===== config.mk =====
export PLATFORM = sky130hd
export DESIGN_NAME = three_channel_moving_average_unit_flat
export DESIGN_NICKNAME = d
export VERILOG_FILES = /design/src/sv/tcma_pkg.sv /design/src/sv/tcma_req_if.sv /design/src/sv/tcma_rsp_if.sv /design/src/sv/three_channel_moving_average_unit.sv /design/src/sv/tcma_ram.sv /design/src/sv/tcma_ctrl.sv /design/src/sv/tcma_dp.sv /design/src/flat_wrapper.sv
export SDC_FILE = /design/constraint.sdc
export NUM_CORES = 1
export LEC_CHECK = 0
export ABC_CLOCK_PERIOD_IN_PS = 6700
export BUFFER_PORTS_ARGS = -buffer_cell sky130_fd_sc_hd__buf_2
export CORE_MARGIN = 2
export CORE_UTILIZATION = 45
export DETAILED_ROUTE_END_ITERATION = 16
export PLACE_DENSITY = 0.66
export REMOVE_ABC_BUFFERS = 1
export SETUP_SLACK_MARGIN = 0.2
export SYNTH_ARGS = -nofsm -noshare
export SYNTH_HDL_FRONTEND = slang
export SYNTH_SLANG_ARGS = --single-unit

===== constraint.sdc =====
create_clock -name clock -period 6.7 [get_ports clock]
set_clock_uncertainty 0.15 [all_clocks]
set_input_delay 0.335 -clock clock [delete_from_list [all_inputs] [get_ports clock]]
set_output_delay 0.335 -clock clock [all_outputs]
set_load 0.05 [all_outputs]

===== src/sv/tcma_pkg.sv =====
// Shared widths, channel codes and controller/datapath interface types.
package tcma_pkg;

   localparam int HUM_W  = 10;
   localparam int TEMP_W = 12;
   localparam int STR_W  = 9;
   localparam int USED_W = 4;

   // Quotient width of the divider: wide enough for any channel's mean magnitude.
   localparam int MAG_W  = 12;
   localparam int STEP_W = $clog2(MAG_W);

   typedef enum logic [1:0] {
      CH_HUMIDITY    = 2'd0,
      CH_TEMPERATURE = 2'd1,
      CH_STRENGTH    = 2'd2
   } chan_type;

   typedef struct packed {
      logic [HUM_W-1:0]         hum;
      logic signed [TEMP_W-1:0] temp;
      logic signed [STR_W-1:0]  str;
   } entry_type;

   localparam int ENTRY_W = $bits(entry_type);

   typedef struct packed {
      logic     accept;
      logic     update;
      logic     div_load;
      logic     div_step;
      logic     div_store;
      chan_type chan;
      logic     publish;
   } cmd_type;

   typedef struct packed {
      logic out_free;
   } sts_type;

endpackage


===== src/sv/tcma_req_if.sv =====
// Sample channel: valid/ready handshake carrying one sample triple.
interface tcma_req_if;
   logic                                valid;
   logic                                ready;
   logic [tcma_pkg::HUM_W-1:0]          humidity_sample;
   logic signed [tcma_pkg::TEMP_W-1:0]  temperature_sample;
   logic signed [tcma_pkg::STR_W-1:0]   signal_strength_sample;

   modport source (output valid, output humidity_sample, output temperature_sample,
                   output signal_strength_sample, input ready);
   modport sink   (input valid, input humidity_sample, input temperature_sample,
                   input signal_strength_sample, output ready);
endinterface


===== src/sv/tcma_rsp_if.sv =====
// Average channel: valid/ready handshake carrying three means and the fill count.
interface tcma_rsp_if;
   logic                                valid;
   logic                                ready;
   logic [tcma_pkg::HUM_W-1:0]          humidity_average;
   logic signed [tcma_pkg::TEMP_W-1:0]  temperature_average;
   logic signed [tcma_pkg::STR_W-1:0]   signal_strength_average;
   logic [tcma_pkg::USED_W-1:0]         samples_used;

   modport source (output valid, output humidity_average, output temperature_average,
                   output signal_strength_average, output samples_used, input ready);
   modport sink   (input valid, input humidity_average, input temperature_average,
                   input signal_strength_average, input samples_used, output ready);
endinterface


===== src/sv/three_channel_moving_average_unit.sv =====
// Three-channel moving average over a ring of WINDOW sample triples.
// Each accepted sample word (humidity, temperature, signal strength) is written into a
// WINDOW-entry ring; running sums and a fill count (1 up to WINDOW, then saturated) are
// updated and one average word follows: each sum divided by the count, truncated toward
// zero, plus the count. The ring entry that a sample word replaces is read at its acceptance.
// An update step then updates sums and ring, and each channel passes through the shared
// bit-serial divider (load, 12 quotient bits, store), which the three channels use in
// turn. A publish step then moves the averages into the output register, waiting until
// that register is free. A new sample word is taken in the cycle after that move, even
// while the average waits for the consumer, but not before the last sample word's averages
// have been moved there. No clearing pass is needed after reset.
module three_channel_moving_average_unit #(
   parameter int WINDOW = 10
) (
   input logic        clock,
   input logic        reset,
   tcma_req_if.sink   req_chan,
   tcma_rsp_if.source rsp_chan
);

   tcma_pkg::cmd_type cmd;
   tcma_pkg::sts_type sts;

   tcma_ctrl u_ctrl (
      .clock     (clock),
      .reset     (reset),
      .req_valid (req_chan.valid),
      .req_ready (req_chan.ready),
      .cmd       (cmd),
      .sts       (sts)
   );

   tcma_dp #(
      .WINDOW (WINDOW)
   ) u_dp (
      .clock        (clock),
      .reset        (reset),
      .cmd          (cmd),
      .sts          (sts),
      .hum_sample   (req_chan.humidity_sample),
      .temp_sample  (req_chan.temperature_sample),
      .str_sample   (req_chan.signal_strength_sample),
      .rsp_valid    (rsp_chan.valid),
      .rsp_ready    (rsp_chan.ready),
      .hum_average  (rsp_chan.humidity_average),
      .temp_average (rsp_chan.temperature_average),
      .str_average  (rsp_chan.signal_strength_average),
      .samples_used (rsp_chan.samples_used)
   );

endmodule


===== src/sv/tcma_ram.sv =====
// Generic single-port-write, single-port-read RAM with registered read data.
module tcma_ram #(
   parameter int WIDTH = 8,
   parameter int DEPTH = 16
) (
   input  logic                                 clock,
   input  logic                                 wr_en,
   input  logic [((DEPTH > 1) ? $clog2(DEPTH) : 1)-1:0] wr_addr,
   input  logic [WIDTH-1:0]                     wr_data,
   input  logic                                 rd_en,
   input  logic [((DEPTH > 1) ? $clog2(DEPTH) : 1)-1:0] rd_addr,
   output logic [WIDTH-1:0]                     rd_data
);

   logic [WIDTH-1:0] mem_ff [DEPTH];
   logic [WIDTH-1:0] rd_data_ff;

   always_ff @(posedge clock) begin
      if (wr_en) begin
         mem_ff[wr_addr] <= wr_data;
      end
      if (rd_en) begin
         rd_data_ff <= mem_ff[rd_addr];
      end
   end

   assign rd_data = rd_data_ff;

endmodule


===== src/sv/tcma_ctrl.sv =====
// Sequencer: accept, window update, three bit-serial divisions, publish.
module tcma_ctrl (
   input  logic              clock,
   input  logic              reset,
   input  logic              req_valid,
   output logic              req_ready,
   output tcma_pkg::cmd_type cmd,
   input  tcma_pkg::sts_type sts
);

   typedef enum logic [5:0] {
      ST_IDLE    = 6'b000001,
      ST_UPDATE  = 6'b000010,
      ST_LOAD    = 6'b000100,
      ST_STEP    = 6'b001000,
      ST_STORE   = 6'b010000,
      ST_PUBLISH = 6'b100000
   } state_type;

   state_type                      state_ff, state_in;
   tcma_pkg::chan_type             chan_ff, chan_in;
   logic [tcma_pkg::STEP_W-1:0]    step_ff, step_in;

   always_comb begin
      state_in = state_ff;
      chan_in  = chan_ff;
      step_in  = step_ff;
      cmd      = '0;
      cmd.chan = chan_ff;
      unique case (state_ff)
         ST_IDLE: begin
            if (req_valid) begin
               cmd.accept = 1'b1;
               state_in   = ST_UPDATE;
            end
         end
         ST_UPDATE: begin
            cmd.update = 1'b1;
            chan_in    = tcma_pkg::CH_HUMIDITY;
            state_in   = ST_LOAD;
         end
         ST_LOAD: begin
            cmd.div_load = 1'b1;
            step_in      = '0;
            state_in     = ST_STEP;
         end
         ST_STEP: begin
            cmd.div_step = 1'b1;
            if (step_ff == tcma_pkg::STEP_W'(tcma_pkg::MAG_W - 1)) begin
               state_in = ST_STORE;
            end else begin
               step_in = step_ff + tcma_pkg::STEP_W'(1);
            end
         end
         ST_STORE: begin
            cmd.div_store = 1'b1;
            case (chan_ff)
               tcma_pkg::CH_HUMIDITY: begin
                  chan_in  = tcma_pkg::CH_TEMPERATURE;
                  state_in = ST_LOAD;
               end
               tcma_pkg::CH_TEMPERATURE: begin
                  chan_in  = tcma_pkg::CH_STRENGTH;
                  state_in = ST_LOAD;
               end
               default: begin
                  state_in = ST_PUBLISH;
               end
            endcase
         end
         ST_PUBLISH: begin
            // hold the averages until the output register is free
            if (sts.out_free) begin
               cmd.publish = 1'b1;
               state_in    = ST_IDLE;
            end
         end
         default: begin
            state_in = ST_IDLE;
         end
      endcase
   end

   always_ff @(posedge clock) begin
      if (reset) begin
         state_ff <= ST_IDLE;
         chan_ff  <= tcma_pkg::CH_HUMIDITY;
         step_ff  <= '0;
      end else begin
         state_ff <= state_in;
         chan_ff  <= chan_in;
         step_ff  <= step_in;
      end
   end

   assign req_ready = (state_ff == ST_IDLE);

endmodule


===== src/sv/tcma_dp.sv =====
// Datapath: sample ring, running sums, fill count, shared divider, output register.
module tcma_dp #(
   parameter int WINDOW = 10
) (
   input  logic                                clock,
   input  logic                                reset,
   input  tcma_pkg::cmd_type                   cmd,
   output tcma_pkg::sts_type                   sts,
   input  logic [tcma_pkg::HUM_W-1:0]          hum_sample,
   input  logic signed [tcma_pkg::TEMP_W-1:0]  temp_sample,
   input  logic signed [tcma_pkg::STR_W-1:0]   str_sample,
   output logic                                rsp_valid,
   input  logic                                rsp_ready,
   output logic [tcma_pkg::HUM_W-1:0]          hum_average,
   output logic signed [tcma_pkg::TEMP_W-1:0]  temp_average,
   output logic signed [tcma_pkg::STR_W-1:0]   str_average,
   output logic [tcma_pkg::USED_W-1:0]         samples_used
);

   localparam int CNT_W  = $clog2(WINDOW + 1);
   localparam int SLOT_W = (WINDOW > 1) ? $clog2(WINDOW) : 1;
   localparam int HSUM_W = tcma_pkg::HUM_W + CNT_W;
   localparam int TSUM_W = tcma_pkg::TEMP_W + CNT_W;
   localparam int SSUM_W = tcma_pkg::STR_W + CNT_W;
   localparam int DVD_W  = tcma_pkg::MAG_W + CNT_W;
   localparam int HUM_W  = tcma_pkg::HUM_W;
   localparam int TEMP_W = tcma_pkg::TEMP_W;
   localparam int STR_W  = tcma_pkg::STR_W;
   localparam int MAG_W  = tcma_pkg::MAG_W;

   // latched sample
   logic [HUM_W-1:0]          hum_smp_ff;
   logic signed [TEMP_W-1:0]  temp_smp_ff;
   logic signed [STR_W-1:0]   str_smp_ff;

   // window state
   logic [SLOT_W-1:0]         slot_ff, slot_in;
   logic [CNT_W-1:0]          count_ff, count_in;
   logic [HSUM_W-1:0]         hum_sum_ff, hum_sum_in;
   logic signed [TSUM_W-1:0]  temp_sum_ff, temp_sum_in;
   logic signed [SSUM_W-1:0]  str_sum_ff, str_sum_in;

   // divider
   logic [CNT_W-1:0]          rem_ff, rem_in;
   logic [MAG_W-1:0]          quo_ff, quo_in;
   logic                      neg_ff, neg_in;

   // staged averages and output register
   logic [HUM_W-1:0]          hum_avg_ff;
   logic signed [TEMP_W-1:0]  temp_avg_ff;
   logic signed [STR_W-1:0]   str_avg_ff;
   logic                      rsp_valid_ff, rsp_valid_in;
   logic [HUM_W-1:0]          rsp_hum_ff;
   logic signed [TEMP_W-1:0]  rsp_temp_ff;
   logic signed [STR_W-1:0]   rsp_str_ff;
   logic [tcma_pkg::USED_W-1:0] rsp_used_ff;

   tcma_pkg::entry_type       new_entry;
   tcma_pkg::entry_type       old_entry;
   logic [tcma_pkg::ENTRY_W-1:0] ram_rd_data;
   logic                      full;
   logic [HSUM_W-1:0]         hum_old;
   logic signed [TSUM_W-1:0]  temp_old;
   logic signed [SSUM_W-1:0]  str_old;
   logic signed [DVD_W:0]     sel_sum;
   logic [DVD_W:0]            mag_full;
   logic [DVD_W-1:0]          mag;
   logic [CNT_W:0]            trial;
   logic [CNT_W:0]            diff;
   logic                      fits;
   logic [MAG_W-1:0]          result;

   assign new_entry = '{hum: hum_smp_ff, temp: temp_smp_ff, str: str_smp_ff};

   tcma_ram #(
      .WIDTH (tcma_pkg::ENTRY_W),
      .DEPTH (WINDOW)
   ) u_ring (
      .clock   (clock),
      .wr_en   (cmd.update),
      .wr_addr (slot_ff),
      .wr_data (new_entry),
      .rd_en   (cmd.accept),
      .rd_addr (slot_ff),
      .rd_data (ram_rd_data)
   );

   assign old_entry = tcma_pkg::entry_type'(ram_rd_data);
   assign full      = (count_ff >= CNT_W'(WINDOW));

   // drop the oldest entry from the sums once the window is full
   always_comb begin
      hum_old  = full ? {{(HSUM_W-HUM_W){1'b0}}, old_entry.hum} : '0;
      temp_old = full ? {{(TSUM_W-TEMP_W){old_entry.temp[TEMP_W-1]}}, old_entry.temp} : '0;
      str_old  = full ? {{(SSUM_W-STR_W){old_entry.str[STR_W-1]}}, old_entry.str} : '0;
      hum_sum_in  = hum_sum_ff;
      temp_sum_in = temp_sum_ff;
      str_sum_in  = str_sum_ff;
      count_in    = count_ff;
      slot_in     = slot_ff;
      if (cmd.update) begin
         hum_sum_in  = hum_sum_ff - hum_old + {{(HSUM_W-HUM_W){1'b0}}, hum_smp_ff};
         temp_sum_in = temp_sum_ff - temp_old
                     + {{(TSUM_W-TEMP_W){temp_smp_ff[TEMP_W-1]}}, temp_smp_ff};
         str_sum_in  = str_sum_ff - str_old
                     + {{(SSUM_W-STR_W){str_smp_ff[STR_W-1]}}, str_smp_ff};
         count_in    = full ? count_ff : count_ff + CNT_W'(1);
         slot_in     = (slot_ff == SLOT_W'(WINDOW - 1)) ? '0 : slot_ff + SLOT_W'(1);
      end
   end

   // divider operand: magnitude of the selected sum
   always_comb begin
      case (cmd.chan)
         tcma_pkg::CH_HUMIDITY:    sel_sum = $signed({{(DVD_W+1-HSUM_W){1'b0}}, hum_sum_ff});
         tcma_pkg::CH_TEMPERATURE: sel_sum = {{(DVD_W+1-TSUM_W){temp_sum_ff[TSUM_W-1]}},
                                              temp_sum_ff};
         tcma_pkg::CH_STRENGTH:    sel_sum = {{(DVD_W+1-SSUM_W){str_sum_ff[SSUM_W-1]}},
                                              str_sum_ff};
         default:                  sel_sum = '0;
      endcase
      mag_full = sel_sum[DVD_W] ? -sel_sum : sel_sum;
      mag      = mag_full[DVD_W-1:0];
   end

   // one restoring step: shift in the next dividend bit, subtract count if it fits
   always_comb begin
      trial  = {rem_ff, quo_ff[MAG_W-1]};
      diff   = trial - {1'b0, count_ff};
      fits   = (trial >= {1'b0, count_ff});
      rem_in = rem_ff;
      quo_in = quo_ff;
      neg_in = neg_ff;
      if (cmd.div_load) begin
         rem_in = mag[DVD_W-1:MAG_W];
         quo_in = mag[MAG_W-1:0];
         neg_in = sel_sum[DVD_W];
      end else if (cmd.div_step) begin
         rem_in = fits ? diff[CNT_W-1:0] : trial[CNT_W-1:0];
         quo_in = {quo_ff[MAG_W-2:0], fits};
      end
   end

   assign result = neg_ff ? -quo_ff : quo_ff;

   assign sts.out_free = !rsp_valid_ff || rsp_ready;
   assign rsp_valid_in = cmd.publish ? 1'b1 : (rsp_ready ? 1'b0 : rsp_valid_ff);

   always_ff @(posedge clock) begin
      if (reset) begin
         slot_ff      <= '0;
         count_ff     <= '0;
         hum_sum_ff   <= '0;
         temp_sum_ff  <= '0;
         str_sum_ff   <= '0;
         rsp_valid_ff <= 1'b0;
      end else begin
         slot_ff      <= slot_in;
         count_ff     <= count_in;
         hum_sum_ff   <= hum_sum_in;
         temp_sum_ff  <= temp_sum_in;
         str_sum_ff   <= str_sum_in;
         rsp_valid_ff <= rsp_valid_in;
      end
   end

   always_ff @(posedge clock) begin
      rem_ff <= rem_in;
      quo_ff <= quo_in;
      neg_ff <= neg_in;
      if (cmd.accept) begin
         hum_smp_ff  <= hum_sample;
         temp_smp_ff <= temp_sample;
         str_smp_ff  <= str_sample;
      end
      if (cmd.div_store) begin
         case (cmd.chan)
            tcma_pkg::CH_HUMIDITY:    hum_avg_ff  <= result[HUM_W-1:0];
            tcma_pkg::CH_TEMPERATURE: temp_avg_ff <= result[TEMP_W-1:0];
            default:                  str_avg_ff  <= result[STR_W-1:0];
         endcase
      end
      if (cmd.publish) begin
         rsp_hum_ff  <= hum_avg_ff;
         rsp_temp_ff <= temp_avg_ff;
         rsp_str_ff  <= str_avg_ff;
         rsp_used_ff <= tcma_pkg::USED_W'(count_ff);
      end
   end

   assign rsp_valid    = rsp_valid_ff;
   assign hum_average  = rsp_hum_ff;
   assign temp_average = rsp_temp_ff;
   assign str_average  = rsp_str_ff;
   assign samples_used = rsp_used_ff;

endmodule


===== src/flat_wrapper.sv =====
// flat-port wrapper written by rule: the top's interface ports become plain ports
module three_channel_moving_average_unit_flat 
#(
   parameter int WINDOW = 10
)
  (clock, reset, req_chan_valid, req_chan_humidity_sample, req_chan_temperature_sample, req_chan_signal_strength_sample, req_chan_ready, rsp_chan_valid, rsp_chan_humidity_average, rsp_chan_temperature_average, rsp_chan_signal_strength_average, rsp_chan_samples_used, rsp_chan_ready);
  tcma_req_if req_chan_i ();
  tcma_rsp_if rsp_chan_i ();
  input logic clock;
  input logic reset;
  input wire logic [$bits(req_chan_i.valid)-1:0] req_chan_valid;
  input wire logic [$bits(req_chan_i.humidity_sample)-1:0] req_chan_humidity_sample;
  input wire logic [$bits(req_chan_i.temperature_sample)-1:0] req_chan_temperature_sample;
  input wire logic [$bits(req_chan_i.signal_strength_sample)-1:0] req_chan_signal_strength_sample;
  output wire logic [$bits(req_chan_i.ready)-1:0] req_chan_ready;
  output wire logic [$bits(rsp_chan_i.valid)-1:0] rsp_chan_valid;
  output wire logic [$bits(rsp_chan_i.humidity_average)-1:0] rsp_chan_humidity_average;
  output wire logic [$bits(rsp_chan_i.temperature_average)-1:0] rsp_chan_temperature_average;
  output wire logic [$bits(rsp_chan_i.signal_strength_average)-1:0] rsp_chan_signal_strength_average;
  output wire logic [$bits(rsp_chan_i.samples_used)-1:0] rsp_chan_samples_used;
  input wire logic [$bits(rsp_chan_i.ready)-1:0] rsp_chan_ready;
  assign req_chan_i.valid = req_chan_valid;
  assign req_chan_i.humidity_sample = req_chan_humidity_sample;
  assign req_chan_i.temperature_sample = req_chan_temperature_sample;
  assign req_chan_i.signal_strength_sample = req_chan_signal_strength_sample;
  assign req_chan_ready = req_chan_i.ready;
  assign rsp_chan_valid = rsp_chan_i.valid;
  assign rsp_chan_humidity_average = rsp_chan_i.humidity_average;
  assign rsp_chan_temperature_average = rsp_chan_i.temperature_average;
  assign rsp_chan_signal_strength_average = rsp_chan_i.signal_strength_average;
  assign rsp_chan_samples_used = rsp_chan_i.samples_used;
  assign rsp_chan_i.ready = rsp_chan_ready;
  three_channel_moving_average_unit #(.WINDOW(WINDOW)) u_core (.clock(clock), .reset(reset), .req_chan(req_chan_i), .rsp_chan(rsp_chan_i));
endmodule

==> impl_metrics.csv <==
group,metric,value,unit
outcome,status,"finished clean",
worst_hold_path,holdPathStages,3,
layout,antenna_cells,0,
yosys,yosysTopAreaCell,"edfxtp_1",
critical_path,crit_required,7.02,ns
die,num_rows,82,
sta,setup_viol,0,
clock_network,root_buffer,"clkbuf_16",
yosys,seq_area_frac_synth,0.649,
sta,period_share,0.621,
die,ioPinCount,72,
die,chipWidth,230,um
clock_network,clockBufferDepth,3,
power,cellLeakagePower,8.99,nW
global_routing,grt_max_degree,105,
clock_network,clk_transition_reported_paths,0.06,ns
die,die_h,230,um
yosys,ys.warnings.count,0,
yosys,synth_edf_count,455,
yosys,ys_ff_latch,519,
power,switching_share,0.282,
routing,drt_iter0_drc,835,
clock_network,clkSinkCount,519,
sta,max_slew.worst_pin.slew,1.11,ns
routing,ant_nets,0,
critical_path,r2r_cells,16,
global_routing,gr-total-overflow,0,
global_routing,grt_pass1_vias,12989,
sta,slew_headroom,0.262,
die,coreArea,50400,um^2
critical_path,worst-path-max-fanout,32,
critical_path,r2r_start,"u_core.u_dp.count_ff[0]$_SDFFE_PP0P_",
yosys,syn-cell-area,23000,um^2
critical_path,cp_top_family,"compound AO/OA/AOI/OAI gates",
worst_hold_path,hp-start,"reset",
worst_hold_path,hold_path_end,"u_core.u_ctrl.state_ff[3]$_SDFFE_PP0P_",
critical_path,worstSetupStartpointType,"register",
clock_network,cts_buffers,52,
critical_path,rr_endpoint,"u_core.u_dp.temp_sum_ff[15]$_SDFFE_PP0P_",
critical_path,worst-path-buf-inv,3,
power,power_density,335,nW/um^2
power,pwr-share-clk,0.330,
power,seq_power_share,0.460,
routing,drt_pass1_iterations,7,
sta,finalMaxSlewViolations,0,
clock_network,htree_levels,2,
layout,design_area,26200,um^2
routing,routed_wl,44.3,mm
routing,drc,0,
global_routing,track_usage,0.171,
power,power_switching,2.48,mW
clock_network,clkLatencyLatePin,0.60,ns
placement,hpwl,27.0,mm
critical_path,rrSetupSlack,2.54,ns
yosys,synth_cell_types,57,
clock_network,cts_tree,"done",
critical_path,slowest_stage,"fa_1",
yosys,synthFlopType,"edfxtp_1",
sta,fmax,240,MHz
power,ir_drop,0.206,mV
routing,vias,12857,
yosys,avgSynthCellArea,14.2,um^2
layout,nets,1861,
sta,finalCriticalPeriod,4.16,ns
yosys,ys_top_cells_by_area,"edfxtp_1, mux4_2, dfxtp_1, fa_1, ha_1",
routing,wl_per_cell,18.1,um
global_routing,grt_pass1_wl,70.9,mm
placement,place.gp.congestion,0.851,
power,p_int,6.31,mW
routing,via_per_inst,5.25,
yosys,synth_top_area_frac,0.593,
power,total_power,8.79,mW
critical_path,endpoint_kind,"register",
critical_path,worstPathCellList,"inv_1, ha_1, nor3_1, nor2_2, buf_4, and2_1, fa_1, inv_1, ha_1, a211oi_1, o21ai_0, a21oi_1, o21bai_1, a21oi_1, mux2i_1, mux2_2",
placement,dpl_cell_area,24200,um^2
yosys,netlist_instances,1622,
sta,hold_violations,0,
critical_path,path_class,"reg2reg",
layout,area_delta_synth_final,13.9,%
die,die_area,53000,um^2
placement,io_buffer_count,71,
global_routing,antenna_found_initial,0,
worst_hold_path,hp-class,"in2reg",
job,drv_cap,0,
die,initial_core_util,0.457,
power,p_comb_frac,0.210,
yosys,synthArstFlopShare,0,
critical_path,crit_arrival,4.49,ns
layout,drive_gt1_frac,0.142,
critical_path,critical_path.max_stage_delay,0.53,ns
sta,rsz0062_at_grt,"no",
==> cells by family after synthesis <==
kind of cell,count (synthesis),share of synthesized area
flops,519,0.649
simple gates,341,0.0747
compound gates,268,0.0705
buf+inv,230,0.0383
mux,113,0.0829
fa+ha+maj,92,0.0624
xor+xnor,59,0.0224
==> worst max-delay path by stage <==
stage,from,slack (ns),cells after the start,end
after floorplan,u_core.u_dp.slot_ff[0]$_SDFFE_PP0P_,-1.26,2,u_core.u_dp.u_ring.mem_ff[1][0]$_DFFE_PP_
after global placement,u_core.u_dp.count_ff[0]$_SDFFE_PP0P_,2.65,16,u_core.u_dp.temp_sum_ff[15]$_SDFFE_PP0P_
after detailed placement,u_core.u_dp.count_ff[0]$_SDFFE_PP0P_,2.57,16,u_core.u_dp.temp_sum_ff[15]$_SDFFE_PP0P_
after CTS,u_core.u_dp.count_ff[0]$_SDFFE_PP0P_,2.53,16,u_core.u_dp.temp_sum_ff[15]$_SDFFE_PP0P_
after global routing,u_core.u_dp.count_ff[0]$_SDFFE_PP0P_,2.19,16,u_core.u_dp.temp_sum_ff[15]$_SDFFE_PP0P_
final,u_core.u_dp.count_ff[0]$_SDFFE_PP0P_,2.54,16,u_core.u_dp.temp_sum_ff[15]$_SDFFE_PP0P_
==> area by class of cell <==
class | instances | area (um^2)
Inverter | 163 | 612
Tap cell | 672 | 841
Fill cell | 4146 | 24100
Multi-Input combinational cell | 873 | 7270
Clock inverter | 31 | 357
Timing Repair Buffer | 125 | 856
Clock buffer | 65 | 1350
Sequential cell | 519 | 15000
==> cells in the final DEF, fill, tap and decap left out, types with 6 or more instances in the layout <==
cell           instances
clkbuf_1              13
or4_1                  6
buf_2                 71
nand2b_1              13
dfxtp_1               60
mux4_2                62
nand3_1                9
xor2_1                18
bufinv_16              7
a211oi_1              42
o2bb2ai_1              8
fa_1                  38
mux2i_1               49
clkinv_1              12
a21oi_1              110
nor2b_1               41
nor3_1                18
a21o_1                10
ha_1                  54
o31ai_1                7
nand4_1                8
clkbuf_16             52
nor2_1                70
and2_1                32
inv_1                161
edfxtp_1             455
buf_4                 20
xnor2_1               41
nand2_1               95
dlygate4sd3_1         33
or3_1                  8
o21ai_0               56
==> per-layer routing <==
layer,track usage,wire length (um),vias up
met5,0,0,-
met4,0.0587,1200,0
met3,0.0242,1710,60
met2,0.283,21100,239
met1,0.232,20300,6388
li1,-,-,6170
==> per-stage QoR <==
step,util,TNS [ns],cells,hold slack (ns),setup WS (ns)
6_report,0.521,0,2448,0.262,2.54
3_3_place_gp,0.480,0,2319,0.255,2.65
5_1_grt,0.521,0,2448,0.273,2.19
3_5_place_dp,0.480,0,2319,0.255,2.57
4_1_cts,0.521,0,2448,0.246,2.53
2_1_floorplan,-,-95.75,1555,0.250,-1.26
==> synth_stat cells (all sizes together), types with 6 or more instances <==
cell and instances:
dfxtp 64, inv 161, edfxtp 455, a211oi 42, and2 33, nand3 9
nand2b 13, buf 13, a21o 10, nor4 7, o2bb2ai 8, xnor2 41
o31ai 8, o21ai 56, nor2b 42, nand4 8, fa 38, mux4 62
or3 8, clkbuf 54, a21oi 111, nor2 73, or4 6, nor3 21
mux2i 49, xor2 18, nand2 95, ha 54
==> tightest hold or removal path: cells and delay by family <==
kind	cells	cell delay [ns]
buf+inv	2	0.43
simple gates	1	0.17
==> registers in the layout (all words and copies together), names as in the netlist, 12 cells and up <==
register and cells:
u_core.u_dp.u_ring.rd_data 31, u_core.u_dp.hum_sum_ff 14, u_core.u_dp.temp_smp_ff 12, u_core.u_dp.u_ring.mem_ff 310, u_core.u_dp.temp_avg_ff 12, u_core.u_dp.quo_ff 12, u_core.u_dp.str_sum_ff 13, u_core.u_dp.temp_sum_ff 16
u_core.u_dp.temp_average 12
==> timing repair <==
item                                   4_1_cts  5_1_grt
endpoints found under the hold margin       33        0
setup endpoints to repair                    0        0
hold buffers                                33        0
buffers inserted                             0        0
gates resized for setup                      0        0
==> power by group through the flow <==
| stage | Clock, mW | Sequential [mW] | Combinational, mW |
|---|---|---|---|
| 2_1_floorplan | 0 | 4.11 | 1.39 |
| 3_3_place_gp | 0 | 4.10 | 1.80 |
| 3_5_place_dp | 0 | 4.11 | 1.84 |
| 4_1_cts | 2.98 | 4.04 | 1.87 |
| 5_1_grt | 3.10 | 4.08 | 2.10 |
| 6_report | 2.90 | 4.04 | 1.85 |
Power figures use the tool's default switching activity.
